$ cat src/hdl/length_prefixed_request_deframer_macros.svh
// ---------------------------------------------------------------------------
// Assertion macros for the request deframer
// Shared concurrent assertion forms, clocked on the rising edge.
// ---------------------------------------------------------------------------
`ifndef LENGTH_PREFIXED_REQUEST_DEFRAMER_MACROS_SVH
`define LENGTH_PREFIXED_REQUEST_DEFRAMER_MACROS_SVH

// property checked at every edge outside reset
`define LPRD_ASSERT(lbl, clk, rst_n, prop, msg) \
  lbl: assert property (@(posedge clk) disable iff (!rst_n) prop) else $error(msg);

// implication checked at every edge outside reset
`define LPRD_ASSERT_IMP(lbl, clk, rst_n, ante, cons, msg) \
  lbl: assert property (@(posedge clk) disable iff (!rst_n) (ante) |-> (cons)) \
    else $error(msg);

`endif

$ cat src/hdl/lprd_pkg.sv
// ---------------------------------------------------------------------------
// Request deframer package
// Widths, limits, result codes and transfer types shared by the block.
// ---------------------------------------------------------------------------
package lprd_pkg;

  localparam int unsigned MSG_W   = 13;
  localparam int unsigned ARGS_W  = 11;
  localparam int unsigned IDX_W   = 10;
  localparam int unsigned KIND_W  = 3;
  localparam int unsigned CFG_W   = 13;
  localparam int unsigned HDR_W   = 32;

  localparam logic [MSG_W-1:0]  MAX_MESSAGE = 13'd4096;
  localparam logic [ARGS_W-1:0] MAX_ARGS    = 11'd1024;
  localparam logic [HDR_W-1:0]  MIN_LENGTH  = 32'd4;

  // result kinds
  localparam logic [KIND_W-1:0] KIND_PAYLOAD = 3'd0;
  localparam logic [KIND_W-1:0] KIND_EMPTY   = 3'd1;
  localparam logic [KIND_W-1:0] KIND_DONE    = 3'd2;
  localparam logic [KIND_W-1:0] KIND_BAD     = 3'd3;
  localparam logic [KIND_W-1:0] KIND_LONG    = 3'd4;

  // configuration register indexes
  localparam logic CFG_MAX_MESSAGE = 1'b0;
  localparam logic CFG_MAX_ARGS    = 1'b1;

  localparam int unsigned FIFO_DEPTH = 4;
  localparam int unsigned FIFO_AW    = 2;

  typedef struct packed {
    logic [7:0] stream_byte;
    logic       connection_start;
  } in_item_t;

  typedef struct packed {
    logic [KIND_W-1:0] kind;
    logic [7:0]        payload_byte;
    logic [IDX_W-1:0]  arg_index;
    logic              arg_end;
    logic              last;
  } out_item_t;

  // results produced by one transfer, first then second
  typedef struct packed {
    logic [1:0] num;
    out_item_t  r0;
    out_item_t  r1;
  } push_t;

endpackage

$ cat src/hdl/lprd_parser.sv
// ---------------------------------------------------------------------------
// Request parser
// Header, count, size and payload tracking; yields up to two results a byte.
// ---------------------------------------------------------------------------
`include "length_prefixed_request_deframer_macros.svh"

module lprd_parser (
  input  logic                          clk_i,
  input  logic                          rst_ni,
  input  logic                          accept_i,
  input  lprd_pkg::in_item_t            item_i,
  input  logic [lprd_pkg::MSG_W-1:0]    lim_msg_i,
  input  logic [lprd_pkg::ARGS_W-1:0]   lim_args_i,
  output lprd_pkg::push_t               push_o
);

  typedef enum logic [1:0] {
    PH_LEN,
    PH_COUNT,
    PH_SIZE,
    PH_PAYLOAD
  } phase_e;

  phase_e                        phase_q, phase_d;
  logic [1:0]                    hcnt_q, hcnt_d;
  logic [23:0]                   hdr_q, hdr_d;
  logic [lprd_pkg::MSG_W-1:0]    mbl_q, mbl_d;
  logic [lprd_pkg::ARGS_W-1:0]   al_q, al_d;
  logic [lprd_pkg::MSG_W-1:0]    abl_q, abl_d;
  logic [lprd_pkg::IDX_W-1:0]    cur_q, cur_d;
  logic                          dead_q, dead_d;

  logic [lprd_pkg::MSG_W-1:0]    mbl_dec, abl_dec;
  logic [lprd_pkg::ARGS_W-1:0]   al_dec;
  logic [lprd_pkg::HDR_W-1:0]    hval;
  logic                          hdr_done;
  logic                          do_fail, do_done, do_finish, emit_main;
  logic [lprd_pkg::KIND_W-1:0]   fail_kind;
  lprd_pkg::out_item_t           main_res, stat_res;

  assign mbl_dec  = (mbl_q != '0) ? mbl_q - 1'b1 : mbl_q;
  assign abl_dec  = (abl_q != '0) ? abl_q - 1'b1 : abl_q;
  assign al_dec   = (al_q != '0) ? al_q - 1'b1 : al_q;
  assign hval     = {item_i.stream_byte, hdr_q};
  assign hdr_done = (hcnt_q == 2'd3);

  always_comb begin
    phase_d   = phase_q;
    hcnt_d    = hcnt_q;
    hdr_d     = hdr_q;
    mbl_d     = mbl_q;
    al_d      = al_q;
    abl_d     = abl_q;
    cur_d     = cur_q;
    dead_d    = dead_q;
    do_fail   = 1'b0;
    do_done   = 1'b0;
    do_finish = 1'b0;
    emit_main = 1'b0;
    fail_kind = lprd_pkg::KIND_BAD;
    main_res  = '0;
    stat_res  = '0;

    if (accept_i && item_i.connection_start) begin
      phase_d = PH_LEN;
      hcnt_d  = '0;
      hdr_d   = '0;
      mbl_d   = '0;
      al_d    = '0;
      abl_d   = '0;
      cur_d   = '0;
      dead_d  = 1'b0;
    end else if (accept_i && !dead_q) begin
      // header bytes collect little-endian, the fourth is combined live
      if (phase_q != PH_PAYLOAD) begin
        hcnt_d = hcnt_q + 2'd1;
        case (hcnt_q)
          2'd0:    hdr_d[7:0]   = item_i.stream_byte;
          2'd1:    hdr_d[15:8]  = item_i.stream_byte;
          2'd2:    hdr_d[23:16] = item_i.stream_byte;
          default: hdr_d        = hdr_q;
        endcase
      end
      case (phase_q)
        PH_LEN: begin
          if (hdr_done) begin
            if (hval > {19'd0, lim_msg_i}) begin
              do_fail   = 1'b1;
              fail_kind = lprd_pkg::KIND_LONG;
            end else if (hval < lprd_pkg::MIN_LENGTH) begin
              do_fail = 1'b1;
            end else begin
              mbl_d   = hval[lprd_pkg::MSG_W-1:0];
              phase_d = PH_COUNT;
            end
          end
        end
        PH_COUNT: begin
          mbl_d = mbl_dec;
          if (hdr_done) begin
            if (hval > {21'd0, lim_args_i}) begin
              do_fail = 1'b1;
            end else if (hval == '0) begin
              if (mbl_dec == '0) do_done = 1'b1;
              else do_fail = 1'b1;
            end else if (mbl_dec == '0) begin
              do_fail = 1'b1;
            end else begin
              al_d    = hval[lprd_pkg::ARGS_W-1:0];
              cur_d   = '0;
              phase_d = PH_SIZE;
            end
          end
        end
        PH_SIZE: begin
          mbl_d = mbl_dec;
          if (!hdr_done) begin
            // body ran out inside a size header
            if (mbl_dec == '0) do_fail = 1'b1;
          end else if (hval > {19'd0, mbl_dec}) begin
            do_fail = 1'b1;
          end else if (hval == '0) begin
            emit_main          = 1'b1;
            main_res.kind      = lprd_pkg::KIND_EMPTY;
            main_res.arg_index = cur_q;
            do_finish          = 1'b1;
          end else begin
            abl_d   = hval[lprd_pkg::MSG_W-1:0];
            phase_d = PH_PAYLOAD;
          end
        end
        default: begin
          mbl_d                 = mbl_dec;
          abl_d                 = abl_dec;
          emit_main             = 1'b1;
          main_res.kind         = lprd_pkg::KIND_PAYLOAD;
          main_res.payload_byte = item_i.stream_byte;
          main_res.arg_index    = cur_q;
          main_res.arg_end      = (abl_dec == '0);
          do_finish             = (abl_dec == '0);
        end
      endcase

      if (do_finish) begin
        al_d  = al_dec;
        cur_d = cur_q + 1'b1;
        if (al_dec == '0) begin
          if (mbl_dec == '0) do_done = 1'b1;
          else do_fail = 1'b1;
        end else if (mbl_dec == '0) begin
          do_fail = 1'b1;
        end else begin
          phase_d = PH_SIZE;
        end
      end

      if (do_fail || do_done) begin
        phase_d       = PH_LEN;
        hcnt_d        = '0;
        hdr_d         = '0;
        mbl_d         = '0;
        al_d          = '0;
        abl_d         = '0;
        cur_d         = '0;
        dead_d        = do_fail;
        stat_res.kind = do_fail ? fail_kind : lprd_pkg::KIND_DONE;
      end
    end
  end

  always_comb begin
    push_o = '0;
    if (emit_main && (do_fail || do_done)) begin
      push_o.num     = 2'd2;
      push_o.r0      = main_res;
      push_o.r1      = stat_res;
      push_o.r1.last = 1'b1;
    end else if (emit_main) begin
      push_o.num     = 2'd1;
      push_o.r0      = main_res;
      push_o.r0.last = 1'b1;
    end else if (do_fail || do_done) begin
      push_o.num     = 2'd1;
      push_o.r0      = stat_res;
      push_o.r0.last = 1'b1;
    end
  end

  always_ff @(posedge clk_i or negedge rst_ni) begin
    if (!rst_ni) begin
      phase_q <= PH_LEN;
      hcnt_q  <= '0;
      hdr_q   <= '0;
      mbl_q   <= '0;
      al_q    <= '0;
      abl_q   <= '0;
      cur_q   <= '0;
      dead_q  <= 1'b0;
    end else begin
      phase_q <= phase_d;
      hcnt_q  <= hcnt_d;
      hdr_q   <= hdr_d;
      mbl_q   <= mbl_d;
      al_q    <= al_d;
      abl_q   <= abl_d;
      cur_q   <= cur_d;
      dead_q  <= dead_d;
    end
  end

  // a second result is always a status closing the request
  `LPRD_ASSERT_IMP(a_pair_ends_status, clk_i, rst_ni, push_o.num == 2'd2, (push_o.r1.kind != lprd_pkg::KIND_PAYLOAD) && (push_o.r1.kind != lprd_pkg::KIND_EMPTY) && !push_o.r0.last, "second result is not a closing status")
  // a dead connection stays silent until a new connection starts
  `LPRD_ASSERT_IMP(a_dead_silent, clk_i, rst_ni, dead_q && !(accept_i && item_i.connection_start), push_o.num == 2'd0 && dead_d, "dead connection produced a result")

endmodule

$ cat src/hdl/lprd_result_fifo.sv
// ---------------------------------------------------------------------------
// Result queue
// Four-entry queue, up to two results in per cycle, one out unless stalled.
// ---------------------------------------------------------------------------
`include "length_prefixed_request_deframer_macros.svh"

module lprd_result_fifo (
  input  logic                 clk_i,
  input  logic                 rst_ni,
  input  lprd_pkg::push_t      push_i,
  output logic                 room_o,
  output logic                 out_valid_o,
  input  logic                 out_stall_i,
  output lprd_pkg::out_item_t  out_item_o
);

  lprd_pkg::out_item_t             mem_q [lprd_pkg::FIFO_DEPTH];
  logic [lprd_pkg::FIFO_AW-1:0]    wp_q, wp_d, rp_q, rp_d;
  logic [lprd_pkg::FIFO_AW:0]      cnt_q, cnt_d;
  logic                            pop;
  logic [lprd_pkg::FIFO_AW-1:0]    wp_next;

  assign out_valid_o = (cnt_q != '0);
  assign out_item_o  = mem_q[rp_q];
  assign pop         = out_valid_o && !out_stall_i;
  // room for the largest burst one transfer can cause
  assign room_o      = (cnt_q <= (lprd_pkg::FIFO_AW+1)'(lprd_pkg::FIFO_DEPTH - 2));
  assign wp_next     = wp_q + 1'b1;

  always_comb begin
    wp_d  = wp_q + push_i.num[lprd_pkg::FIFO_AW-1:0];
    rp_d  = pop ? rp_q + 1'b1 : rp_q;
    cnt_d = cnt_q + {1'b0, push_i.num} - {{lprd_pkg::FIFO_AW{1'b0}}, pop};
  end

  always_ff @(posedge clk_i) begin
    if (push_i.num != 2'd0) begin
      mem_q[wp_q] <= push_i.r0;
    end
    if (push_i.num == 2'd2) begin
      mem_q[wp_next] <= push_i.r1;
    end
  end

  always_ff @(posedge clk_i or negedge rst_ni) begin
    if (!rst_ni) begin
      wp_q  <= '0;
      rp_q  <= '0;
      cnt_q <= '0;
    end else begin
      wp_q  <= wp_d;
      rp_q  <= rp_d;
      cnt_q <= cnt_d;
    end
  end

  `LPRD_ASSERT(a_cnt_bound, clk_i, rst_ni, cnt_q <= (lprd_pkg::FIFO_AW+1)'(lprd_pkg::FIFO_DEPTH), "queue count above depth")
  `LPRD_ASSERT(a_ptr_match, clk_i, rst_ni, (wp_q - rp_q) == cnt_q[lprd_pkg::FIFO_AW-1:0], "queue pointers disagree with count")
  `LPRD_ASSERT_IMP(a_no_overflow, clk_i, rst_ni, push_i.num != 2'd0, (cnt_q + {1'b0, push_i.num}) <= (lprd_pkg::FIFO_AW+1)'(lprd_pkg::FIFO_DEPTH), "push into full queue")

endmodule

$ cat src/hdl/length_prefixed_request_deframer.sv
// ---------------------------------------------------------------------------
// Length-prefixed request deframer
// Splits a byte stream of length-framed requests into tagged argument bytes.
//
// Input channel: in_valid_i / in_stall_o / in_item_i, one stream byte or a
// connection-start mark per transfer. Output channel: out_valid_o /
// out_stall_i / out_item_o, one result per transfer (payload byte, empty
// argument marker or request status), the last result of a byte flagged.
// A byte is parsed in the cycle it is taken; its results are registered in a
// four-entry queue whose head drives the output. A byte may be taken every
// cycle; a byte yields zero to two results and the output moves one per cycle
// unless stalled, so bursts of two-result bytes are paced by the queue.
// in_stall_o is high while the queue has fewer than two free entries.
// Reset clears the parser and queue and loads limits 4096 and 1024.
// While the receiver stalls, the queue fills and then stalls the input.
// Limit registers are written through cfg_we_i / cfg_index_i / cfg_data_i.
// ---------------------------------------------------------------------------
module length_prefixed_request_deframer (
  input  logic                        clk_i,
  input  logic                        rst_ni,
  input  logic                        in_valid_i,
  output logic                        in_stall_o,
  input  lprd_pkg::in_item_t          in_item_i,
  output logic                        out_valid_o,
  input  logic                        out_stall_i,
  output lprd_pkg::out_item_t         out_item_o,
  input  logic                        cfg_we_i,
  input  logic                        cfg_index_i,
  input  logic [lprd_pkg::CFG_W-1:0]  cfg_data_i
);

  logic [lprd_pkg::MSG_W-1:0]   max_msg_q;
  logic [lprd_pkg::ARGS_W-1:0]  max_args_q;
  logic [lprd_pkg::MSG_W-1:0]   lim_msg;
  logic [lprd_pkg::ARGS_W-1:0]  lim_args;
  logic                         room;
  logic                         accept;
  lprd_pkg::push_t              push;

  always_ff @(posedge clk_i or negedge rst_ni) begin
    if (!rst_ni) begin
      max_msg_q  <= lprd_pkg::MAX_MESSAGE;
      max_args_q <= lprd_pkg::MAX_ARGS;
    end else if (cfg_we_i) begin
      case (cfg_index_i)
        lprd_pkg::CFG_MAX_MESSAGE: max_msg_q  <= cfg_data_i[lprd_pkg::MSG_W-1:0];
        lprd_pkg::CFG_MAX_ARGS:    max_args_q <= cfg_data_i[lprd_pkg::ARGS_W-1:0];
        default:                   max_msg_q  <= max_msg_q;
      endcase
    end
  end

  // limit in force is the smaller of register and build limit
  assign lim_msg  = (max_msg_q > lprd_pkg::MAX_MESSAGE) ? lprd_pkg::MAX_MESSAGE : max_msg_q;
  assign lim_args = (max_args_q > lprd_pkg::MAX_ARGS) ? lprd_pkg::MAX_ARGS : max_args_q;

  assign in_stall_o = !room;
  assign accept     = in_valid_i && room;

  lprd_parser u_parser (
    .clk_i      (clk_i),
    .rst_ni     (rst_ni),
    .accept_i   (accept),
    .item_i     (in_item_i),
    .lim_msg_i  (lim_msg),
    .lim_args_i (lim_args),
    .push_o     (push)
  );

  lprd_result_fifo u_fifo (
    .clk_i       (clk_i),
    .rst_ni      (rst_ni),
    .push_i      (push),
    .room_o      (room),
    .out_valid_o (out_valid_o),
    .out_stall_i (out_stall_i),
    .out_item_o  (out_item_o)
  );

endmodule

$ cat config.mk
export PLATFORM = sky130hd
export DESIGN_NAME = length_prefixed_request_deframer
export DESIGN_NICKNAME = d
export VERILOG_FILES = /design/src/hdl/lprd_pkg.sv /design/src/hdl/lprd_parser.sv /design/src/hdl/lprd_result_fifo.sv /design/src/hdl/length_prefixed_request_deframer.sv
export VERILOG_INCLUDE_DIRS = /design/src /design/src/hdl
export SDC_FILE = /design/constraint.sdc
export NUM_CORES = 1
export LEC_CHECK = 0
export BUFFER_PORTS_ARGS = -buffer_cell sky130_fd_sc_hd__buf_4
export CAP_MARGIN = 40
export CORE_AREA = 3 3 212 214
export CTS_CLUSTER_SIZE = 30
export DETAILED_ROUTE_END_ITERATION = 6
export DIE_AREA = 0 0 215 217
export PLACE_DENSITY = 0.44
export SETUP_SLACK_MARGIN = 0.2
export SYNTH_ARGS = -nofsm -noshare
export SYNTH_HDL_FRONTEND = slang
export SYNTH_HIERARCHICAL = 1
export SYNTH_SLANG_ARGS = --single-unit
$ cat constraint.sdc
create_clock -name clk_i -period 6.3 [get_ports clk_i]
set_input_delay 1.26 -clock clk_i [delete_from_list [all_inputs] [get_ports clk_i]]
set_output_delay 1.26 -clock clk_i [all_outputs]
set_load 0.1 [all_outputs]
==> results of run 1 <==
[final cells by class]
class | instances | share of cell area
Sequential cell | 199 | 0.373
Timing Repair Buffer | 102 | 0.0548
Multi-Input combinational cell | 841 | 0.467
Clock inverter | 13 | 0.00927
Tap cell | 585 | 0.0502
Clock buffer | 19 | 0.0304
Inverter | 57 | 0.0147
[per-stage QoR]
| stage | std cells | worst slack (ns) | util |
|---|---|---|---|
| after floorplan | 1188 | 0.355 | - |
| after global placement | 1780 | 0.734 | 0.324 |
| after detailed placement | 1784 | 0.596 | 0.325 |
| after CTS | 1816 | 0.581 | 0.338 |
| after global routing | 1816 | 0.231 | 0.338 |
| final | 1816 | 0.712 | 0.338 |
[cell usage after synthesis (16+ instances only)]
master and n:
mux2_2 48, nor4_1 21, inv_1 57, and3_1 19, buf_4 27, nand2_1 63, o21ai_0 73, a22o_1 37
mux4_2 23, edfxtp_1 92, mux2_4 70, dfrtp_1 105, and2_1 16, ha_1 49, nor3_1 34, clkbuf_1 40
nor2_1 57, nand3_1 22, nor2b_1 31, a21oi_1 51
[routing by layer]
metal / GRT usage / routed length, um
met5: 0 / 0
met4: 0.0467 / 801
met2: 0.257 / 17000
met1: 0.203 / 16500
met3: 0.0309 / 1330
[repair_timing]
action	in CTS	in global routing
setup endpoints to repair	0	185
gates resized for setup	0	2
hold endpoints to repair	0	0
buffers inserted	0	0
[state kept, by name, summed over array words and instances (netlist names)]
signal	flops
u_fifo/mem_q	92
u_parser/dead_q	1
max_args_q	11
u_fifo/cnt_q	3
u_parser/al_q	11
u_parser/hcnt_q	2
u_fifo/rp_q	2
u_parser/mbl_q	13
u_parser/cur_q	10
u_parser/abl_q	13
max_msg_q	13
u_parser/hdr_q	24
u_fifo/wp_q	2
u_parser/phase_q	2
[logic make-up after synthesis]
logic type	Yosys count
other	1
and+or+nand+nor	349
adders and majority gates	50
xor gates and xnor gates	18
AOI/OAI and AO/OA	254
DFF	199
muxes	151
buffers and inverters	148
[critical path: stages (launching register included)]
cell	delay, ns
dfrtp_1	0.47
inv_1	0.21
ha_1	0.32
nor4b_2	0.38
nand2_1	0.19
nor3_1	0.32
a21o_1	0.16
ha_1	0.23
nand3_1	0.10
o22ai_1	0.08
nor3_1	0.14
o41ai_1	0.09
buf_4	0.15
a211oi_4	0.34
nor4_2	0.10
nor2_1	0.18
o31ai_1	0.12
nor2_1	0.12
nor2_1	0.06
ha_1	0.40
nor2b_2	0.24
and3b_1	0.38
buf_12	0.22
mux2_2	0.35
[power breakdown]
part	switching, uW	internal [uW]	leakage (uW)
Sequential	172	1470	0.00237
Clock	554	568	0.000280
Combinational	1330	664	0.00360
Total	2050	2700	0.00625
[worst max path at each step]
stage,depth (start not counted),end,from
floorplan,22,u_fifo/mem_q[3][0],u_parser/mbl_q[0]
global placement,20,u_fifo/mem_q[1][5],u_parser/mbl_q[0]
detailed placement,23,u_fifo/mem_q[1][3],u_parser/mbl_q[0]
CTS,23,u_fifo/mem_q[1][11],u_parser/mbl_q[0]
global route,23,u_fifo/mem_q[2][22],u_parser/mbl_q[0]
finish,23,u_fifo/mem_q[2][22],u_parser/mbl_q[0]
==> impl_metrics.ini, run 1 <==
[die]
num_io_pins = 53
floorplan.rows = 76
core-area_um2 = 43100
start_util = 0.300
die_y_um = 217
die_w_um = 215
dieArea_um2 = 46700

[clock_tree]
postCtsHoldBufs = 0
cts.clk_slew.worst_paths_ns = 0.08
cts.path.max_buffers = 2
htree_levels = 4
cts_root_buf = clkbuf_16
cts_sinks = 199
cts_tree = done
clk-insertion-delay-late_ns = 0.46
cts_buffers = 17

[grt]
grt_pass1_wl_mm = 55.9
grt_usage = 0.154
grt_pass1_vias = 9342
grt_max_degree = 41
antenna_found_initial = 1
grt.overflow.total = 0

[synthesis]
netlist_area_um2 = 12900
synth.area.top_cells = edfxtp_1 21%, dfrtp_1 20%, mux2_4 8.1%, ha_1 4.7%, mux2_2 4.2%
synth-xor-area-share = 0.0122
async_flop_share = 0.538
synth_top_area_share = 0.214
ys_ff_latch = 199
synth_top_cell_by_area = edfxtp_1
avgSynthCellArea_um2 = 11.1
synth_top_family_by_area = multiplexers
synth_flop_cell = dfrtp_1
synthCells = 1170
yosysSeqAreaShare = 0.421
yosys_warnings = 6
synth-edff-count = 92
synth_fa_ha_area_frac = 0.0489
synth-compound-area-share = 0.131
yosys.area_share.simple = 0.156
synthMuxAreaShare = 0.171
ys_types = 93

[finish]
multi_input_area_um2 = 6810
drive_above_1_share = 0.254
n_fill_cell = 4320
diodes = 0
fin_area_um2 = 14600
syn2layout_area_growth_pct = 12.7
fin_nets = 1296
final-seq-area_um2 = 5440
layout_commonest_cell = dfrtp_1
layout_common_cells = 105 x dfrtp_1, 97 x buf_4, 92 x edfxtp_1, 72 x o21ai_0, 70 x mux2_4

[worst_setup_path]
r2r-end = u_fifo/mem_q[2][22]
critPathMaxFanout = 15
cp.required_ns = 6.51
start_kind = flop
r2r_cells = 23
critPathKind = reg2reg
rrSetupSlack_ns = 0.71
cp.arrival_ns = 5.80
setup.worst_path.end_class = flop
rr_startpoint = u_parser/mbl_q[0]

[timing]
finalCriticalPeriod_ns = 5.59
worstMarginPinSlew_ns = 0.720
clock_skew_ns = 0.0160
rsz0062_at_grt = no
whs_ns = 0.489
hold_violations = 0
relSlewSlack = 0.513
min_period_over_period = 0.887
finalSetupTns_ns = 0
fmax_mhz = 179
slew_viol_final = 0
setup_viol = 0

[hold_path]
worstHoldStart = u_fifo/rp_q[0]
hold_path_end = u_fifo/rp_q[0]
hold_class = reg2reg
hold_path_depth = 1

[place]
dpl_cell_area_um2 = 14000
dp_hpwl_mm = 25.1
io_buffers = 52
gp_congestion = 0.852

[detailed_routing]
first_pass_iters = 6
viasPerCell = 5.08
drtAntennaViolNets = 0
vias = 9228
drt_iter0_drc = 648
wire_per_inst_um = 19.6
wl_mm = 35.6
drc = 0

[power_and_ir_drop]
total_power_uw = 4760
p_leak_uw = 0.00625
ir_drop_v = 0.000206
power_density_nw_per_um2 = 326

[job]
drv_cap = 0

[outcome]
status = finished, final reports clean
No activity file was read; power rests on OpenSTA's default activity.
==> inputs of run 2 (changes only) <==
==> constraint.sdc (replaced) <==
create_clock -name clk_i -period 4.5 [get_ports clk_i]
set_input_delay 0.9 -clock clk_i [delete_from_list [all_inputs] [get_ports clk_i]]
set_output_delay 0.9 -clock clk_i [all_outputs]
set_load 0.1 [all_outputs]
==> run 2 against run 1 <==
Effect of this change: highest routed layer unchanged; the run now ends with negative setup slack left; worst hold slack worse by 0.040 ns; clock skew is 0.0032 ns lower; clock power is 42% higher; die area stayed put; largest cell class unchanged; sequential share of layout area is 6.2 points lower; power is 53% higher; largest power group unchanged; count of clock-buffer cells in the layout is 1 lower.
==> impl_metrics.ini, run 2 (synthesized netlist as in run 1, its figures left out) <==
[outcome]
status = finished, violations left
violations = negative setup slack

[timing]
fmax_mhz = 207
finalSetupTns_ns = -37.97
slew_viol_final = 0
setup_viol = 186
relSlewSlack = 0.214
rsz0062_at_grt = yes
clock_skew_ns = 0.0127
hold_violations = 0
layout_setup_ws_ns = -0.339
worstMarginPinSlew_ns = 1.18
whs_ns = 0.450
min_period_over_period = 1.08
finalCriticalPeriod_ns = 4.84

[die]
die_y_um = 217
floorplan.rows = 76
num_io_pins = 53
die_w_um = 215
dieArea_um2 = 46700
core-area_um2 = 43100
start_util = 0.300

[grt]
grt_pass1_wl_mm = 59.8
grt_pass1_vias = 10073
antenna_found_initial = 0
grt_max_degree = 59
grt.overflow.total = 0
grt_usage = 0.166

[worst_setup_path]
cp.required_ns = 4.74
slowest_delay_ns = 0.44
crit_chain = buf_6 > nor4b_4 > and2_4 > nor3_2 > buf_4 > xnor2_4 > ha_4 > nand2_4 > nor3_2 > mux2_4 > and4bb_4 > a211oi_4 > buf_4 > nor4_4 > nor2_2 > o31ai_4 > nor2_2 > nor2_2 > ha_4 > buf_12 > nor4_4 > buf_4 > clkbuf_16 > mux2_4
r2r-end = u_fifo/mem_q[1][2]
critPathMaxFanout = 6
critical-path-slowest-cell = dfrtp_2
rr_startpoint = u_parser/mbl_q[9]
r2r_cells = 24
critPathKind = reg2reg
start_kind = flop
cp.arrival_ns = 5.07
setup.worst_path.end_class = flop
rrSetupSlack_ns = -0.34

[power_and_ir_drop]
ir_drop_v = 0.000332
power_density_nw_per_um2 = 415
p_seq_frac = 0.315
combPwrFrac = 0.466
swShare = 0.426
pwr-share-clk = 0.219
power_switching_uw = 3090
p_leak_uw = 0.00757
internal_power_uw = 4170

[place]
place_ws_ns = -0.392
dp_cells = 1913
gp_congestion = 0.841
io_buffers = 52
dpl_cell_area_um2 = 15300
dp_hpwl_mm = 27.1

[detailed_routing]
first_pass_iters = 5
drtAntennaViolNets = 0
wl_mm = 39.3
drc = 0
viasPerCell = 4.94
wire_per_inst_um = 19.5
drt_iter0_drc = 554
vias = 9973

[finish]
diodes = 0
fin_area_um2 = 17500
fin_nets = 1497
largest_register_ffs = 92
largest_register = u_fifo/mem_q
multi_input_area_um2 = 7560
n_fill_cell = 4161
layout_common_cells = 231 x buf_4, 103 x dfrtp_1, 92 x edfxtp_1, 90 x mux2_4
syn2layout_area_growth_pct = 35.2
layout_commonest_cell = buf_4
top_regs = u_fifo/mem_q (92), u_parser/hdr_q (24)
stdcell_count = 2017
drive_above_1_share = 0.431
final-seq-area_um2 = 5450

[job]
drv_cap = 0

[clock_tree]
cts_tree = done
cts_root_buf = clkbuf_16
htree_levels = 4
clk-insertion-delay-late_ns = 0.49
cts_sinks = 199
cts_buffers = 17
cts.clk_slew.worst_paths_ns = 0.08
cts.path.max_buffers = 2

[hold_path]
hold_class = in2async
==> run 2: power groups by stage <==
stage | clock, uW | combinational, uW | sequential, uW
3_3_place_gp | 0 | 3020 | 2310
5_1_grt | 1710 | 3630 | 2310
3_5_place_dp | 0 | 3020 | 2320
2_1_floorplan | 0 | 2140 | 2220
6_report | 1590 | 3380 | 2290
4_1_cts | 1650 | 3190 | 2280
==> run 2: area by class of cell <==
cell class | instances | share of cell area
Clock buffer | 18 | 0.0251
Clock inverter | 14 | 0.00909
Inverter | 57 | 0.0124
Multi-Input combinational cell | 841 | 0.432
Sequential cell | 199 | 0.311
Tap cell | 585 | 0.0418
Timing Repair Buffer | 303 | 0.168
==> run 2: worst max-delay path by stage <==
stage                      startpoint                  end  slack, ns  cells past startpoint
floorplan           u_parser/mbl_q[9]   u_fifo/mem_q[0][0]      -0.27                     21
global placement    u_parser/mbl_q[1]  u_fifo/mem_q[2][22]      -0.36                     18
detailed placement  u_parser/mbl_q[9]   u_fifo/mem_q[2][2]      -0.39                     21
CTS                 u_parser/mbl_q[0]  u_fifo/mem_q[3][22]      -0.20                     24
global route        u_parser/mbl_q[1]  u_fifo/mem_q[1][10]      -0.50                     25
finish              u_parser/mbl_q[9]   u_fifo/mem_q[1][2]      -0.34                     24
==> run 2: what timing repair did <==
action | 4_1_cts | 5_1_grt
pin swaps | 23 | 53
gates resized for setup | 81 | 123
endpoints found under the setup margin | 249 | 263
hold endpoints to repair | 0 | 0
buffers inserted | 36 | 21
hold buffers | 0 | 0
cloned | 7 | 8
==> run 2: metal layers <==
layer / part of all wire / track usage
met5: 0 / 0
met4: 0.018 / 0.0496
met3: 0.031 / 0.0332
met2: 0.49 / 0.278
met1: 0.46 / 0.219
==> run 2: critical path: cells and delay by family (launching register included) <==
kind / cells / cell delay [ns]
flops: 1 / 0.44
buf+inv: 6 / 0.97
simple gates: 11 / 1.48
fa+ha+maj: 2 / 0.48
xor+xnor: 1 / 0.19
compound gates: 2 / 0.45
mux: 2 / 0.58
==> run 2: through the flow <==
stage / power [uW] / utilization
floorplan: 4360 / -
global placement: 5330 / 0.354
detailed placement: 5330 / 0.354
CTS: 7130 / 0.388
global route: 7660 / 0.406
finish: 7260 / 0.406
==> inputs of run 3 (changes only) <==
--- a/config.mk
+++ b/config.mk
@@ -8,10 +8,10 @@
 export LEC_CHECK = 0
 export BUFFER_PORTS_ARGS = -buffer_cell sky130_fd_sc_hd__buf_4
 export CAP_MARGIN = 40
-export CORE_AREA = 3 3 212 214
+export CORE_AREA = 3 3 253 180
 export CTS_CLUSTER_SIZE = 30
 export DETAILED_ROUTE_END_ITERATION = 6
-export DIE_AREA = 0 0 215 217
+export DIE_AREA = 0 0 256 183
 export PLACE_DENSITY = 0.44
 export SETUP_SLACK_MARGIN = 0.2
 export SYNTH_ARGS = -nofsm -noshare
==> run 3 against run 2 <==
Effect of this change: clock skew up 0.0031 ns; the run still ends with negative setup slack left; sequential cell count stayed put; power grew 1.2%.
==> impl_metrics.ini, run 3 (synthesized netlist as in run 1, its figures left out) <==
[die]
die_w_um = 256
dieArea_um2 = 46800
die_y_um = 183
floorplan.rows = 64
core-area_um2 = 43500
start_util = 0.298
num_io_pins = 53

[worst_setup_path]
r2r_cells = 22
setup.worst_path.end_class = flop
critPathMaxFanout = 11
endpoint = u_fifo/mem_q[2][4]
cp.arrival_ns = 4.89
r2r-end = u_fifo/mem_q[2][4]
cp.required_ns = 4.67
startpoint = u_parser/mbl_q[10]
rrSetupSlack_ns = -0.23
critPathKind = reg2reg
start_kind = flop
rr_startpoint = u_parser/mbl_q[10]

[power_and_ir_drop]
p_seq_frac = 0.316
power_switching_uw = 3180
total_power_uw = 7350
power_density_nw_per_um2 = 422
combPwrFrac = 0.467
swShare = 0.432
ir_drop_v = 0.000277
pwr-share-clk = 0.217
p_leak_uw = 0.00766
internal_power_uw = 4180

[grt]
grt_pass1_wl_mm = 62.2
grt_max_degree = 55
grt_pass1_vias = 10079
antenna_found_initial = 0
grt_usage = 0.172
grt.overflow.total = 0

[outcome]
violations = negative setup slack
status = finished, violations left

[finish]
fin_nets = 1505
drive_above_1_share = 0.431
syn2layout_area_growth_pct = 34.6
stdcell_count = 2034
diodes = 0
largest_register = u_fifo/mem_q
layout_common_cells = 240 x buf_4, 103 x dfrtp_1, 92 x edfxtp_1, 89 x mux2_4
top_regs = u_fifo/mem_q (92), u_parser/hdr_q (24)
largest_register_ffs = 92
fin_util = 0.401
layout_commonest_cell = buf_4

[clock_tree]
cts_root_buf = clkbuf_16
cts.path.max_buffers = 2
cts_sinks = 199
cts_tree = done
cts.clk_slew.worst_paths_ns = 0.08
clk-insertion-delay-late_ns = 0.46
cts_buffers = 17
postCtsHoldBufs = 0
htree_levels = 4

[detailed_routing]
drc = 0
first_pass_iters = 5
drtAntennaViolNets = 0
drt_iter0_drc = 756
wl_mm = 41.7
wire_per_inst_um = 20.5
vias = 10347
viasPerCell = 5.09

[timing]
worstMarginPinSlew_ns = 0.794
relSlewSlack = 0.465
whs_ns = 0.495
finalSetupTns_ns = -23.37
finalCriticalPeriod_ns = 4.73
clock_skew_ns = 0.0158
fmax_mhz = 212
slew_viol_final = 0
rsz0062_at_grt = yes
layout_setup_ws_ns = -0.227
setup_viol = 163
hold_violations = 0
min_period_over_period = 1.05

[place]
io_buffers = 52
dp_hpwl_mm = 29.4
dp_cells = 1953
gp_congestion = 0.879

[hold_path]
hold_class = reg2reg

[job]
drv_cap = 0
run 3: critical path, stage by stage (launching register included):
cell and delay (ns):
dfrtp_1 0.38, or3_4 0.41, nor3_4 0.19, buf_6 0.15
a31oi_1 0.08, a21oi_1 0.18, ha_1 0.30, a21oi_2 0.16
o22ai_2 0.09, nor3_2 0.19, o41ai_4 0.14, a211oi_4 0.38
o211a_1 0.28, nor2_4 0.05, nor2_2 0.09, nor2_1 0.06
nor2_2 0.12, ha_4 0.23, nor2b_4 0.15, and3b_4 0.34
buf_12 0.18, a21o_4 0.13, buf_12 0.15
run 3: power by group through the flow:
stage / sequential [uW] / clock, uW / combinational [uW]
floorplan: 2220 / 0 / 2140
CTS: 2320 / 1650 / 3180
global placement: 2390 / 0 / 3000
global route: 2350 / 1720 / 3660
finish: 2320 / 1600 / 3440
detailed placement: 2350 / 0 / 3070
run 3: layout make-up:
type                       count  area, um^2
sequential                   199        5450
tap                          594         743
clock inverter                14         164
clock buffer                  18         429
inverter                      57         216
multi-input combinational    842        7530
fill                        4194       26100
timing repair buffer         310        2890
run 3: how the worst min path moves through the flow:
| stage | startpoint | cells past startpoint | slack (ns) | to |
|---|---|---|---|---|
| final | u_parser/cur_q[9] | 1 | 0.49 | u_parser/cur_q[9] |
| after floorplan | u_parser/cur_q[9] | 1 | 0.45 | u_parser/cur_q[9] |
| after detailed placement | u_parser/cur_q[9] | 1 | 0.48 | u_parser/cur_q[9] |
| after global routing | max_msg_q[6] | 1 | 0.52 | max_msg_q[6] |
| after CTS | u_parser/cur_q[9] | 1 | 0.49 | u_parser/cur_q[9] |
| after global placement | u_parser/cur_q[9] | 1 | 0.48 | u_parser/cur_q[9] |
run 3: repair_timing:
| action | 4_1_cts | 5_1_grt |
|---|---|---|
| setup endpoints to repair | 254 | 261 |
| gates cloned | 3 | 9 |
| gates resized for setup | 52 | 145 |
| buffers inserted | 17 | 20 |
| pin swaps | 30 | 72 |
run 3: metrics by stage:
| stage | setup WS (ns) | instance area [um^2] |
|---|---|---|
| final | -0.227 | 17400 |
| after global routing | -0.455 | 17400 |
| after CTS | -0.236 | 16600 |
| after detailed placement | -0.611 | 15500 |
| after global placement | -0.466 | 15500 |
| after floorplan | -0.268 | 13200 |
run 3: layer usage:
layer	global-route usage	part of all wire	up-vias
met5	0	0	-
met4	0.0294	0.0063	0
met3	0.0371	0.057	16
met2	0.228	0.39	264
met1	0.283	0.55	5183
li1	-	-	4884
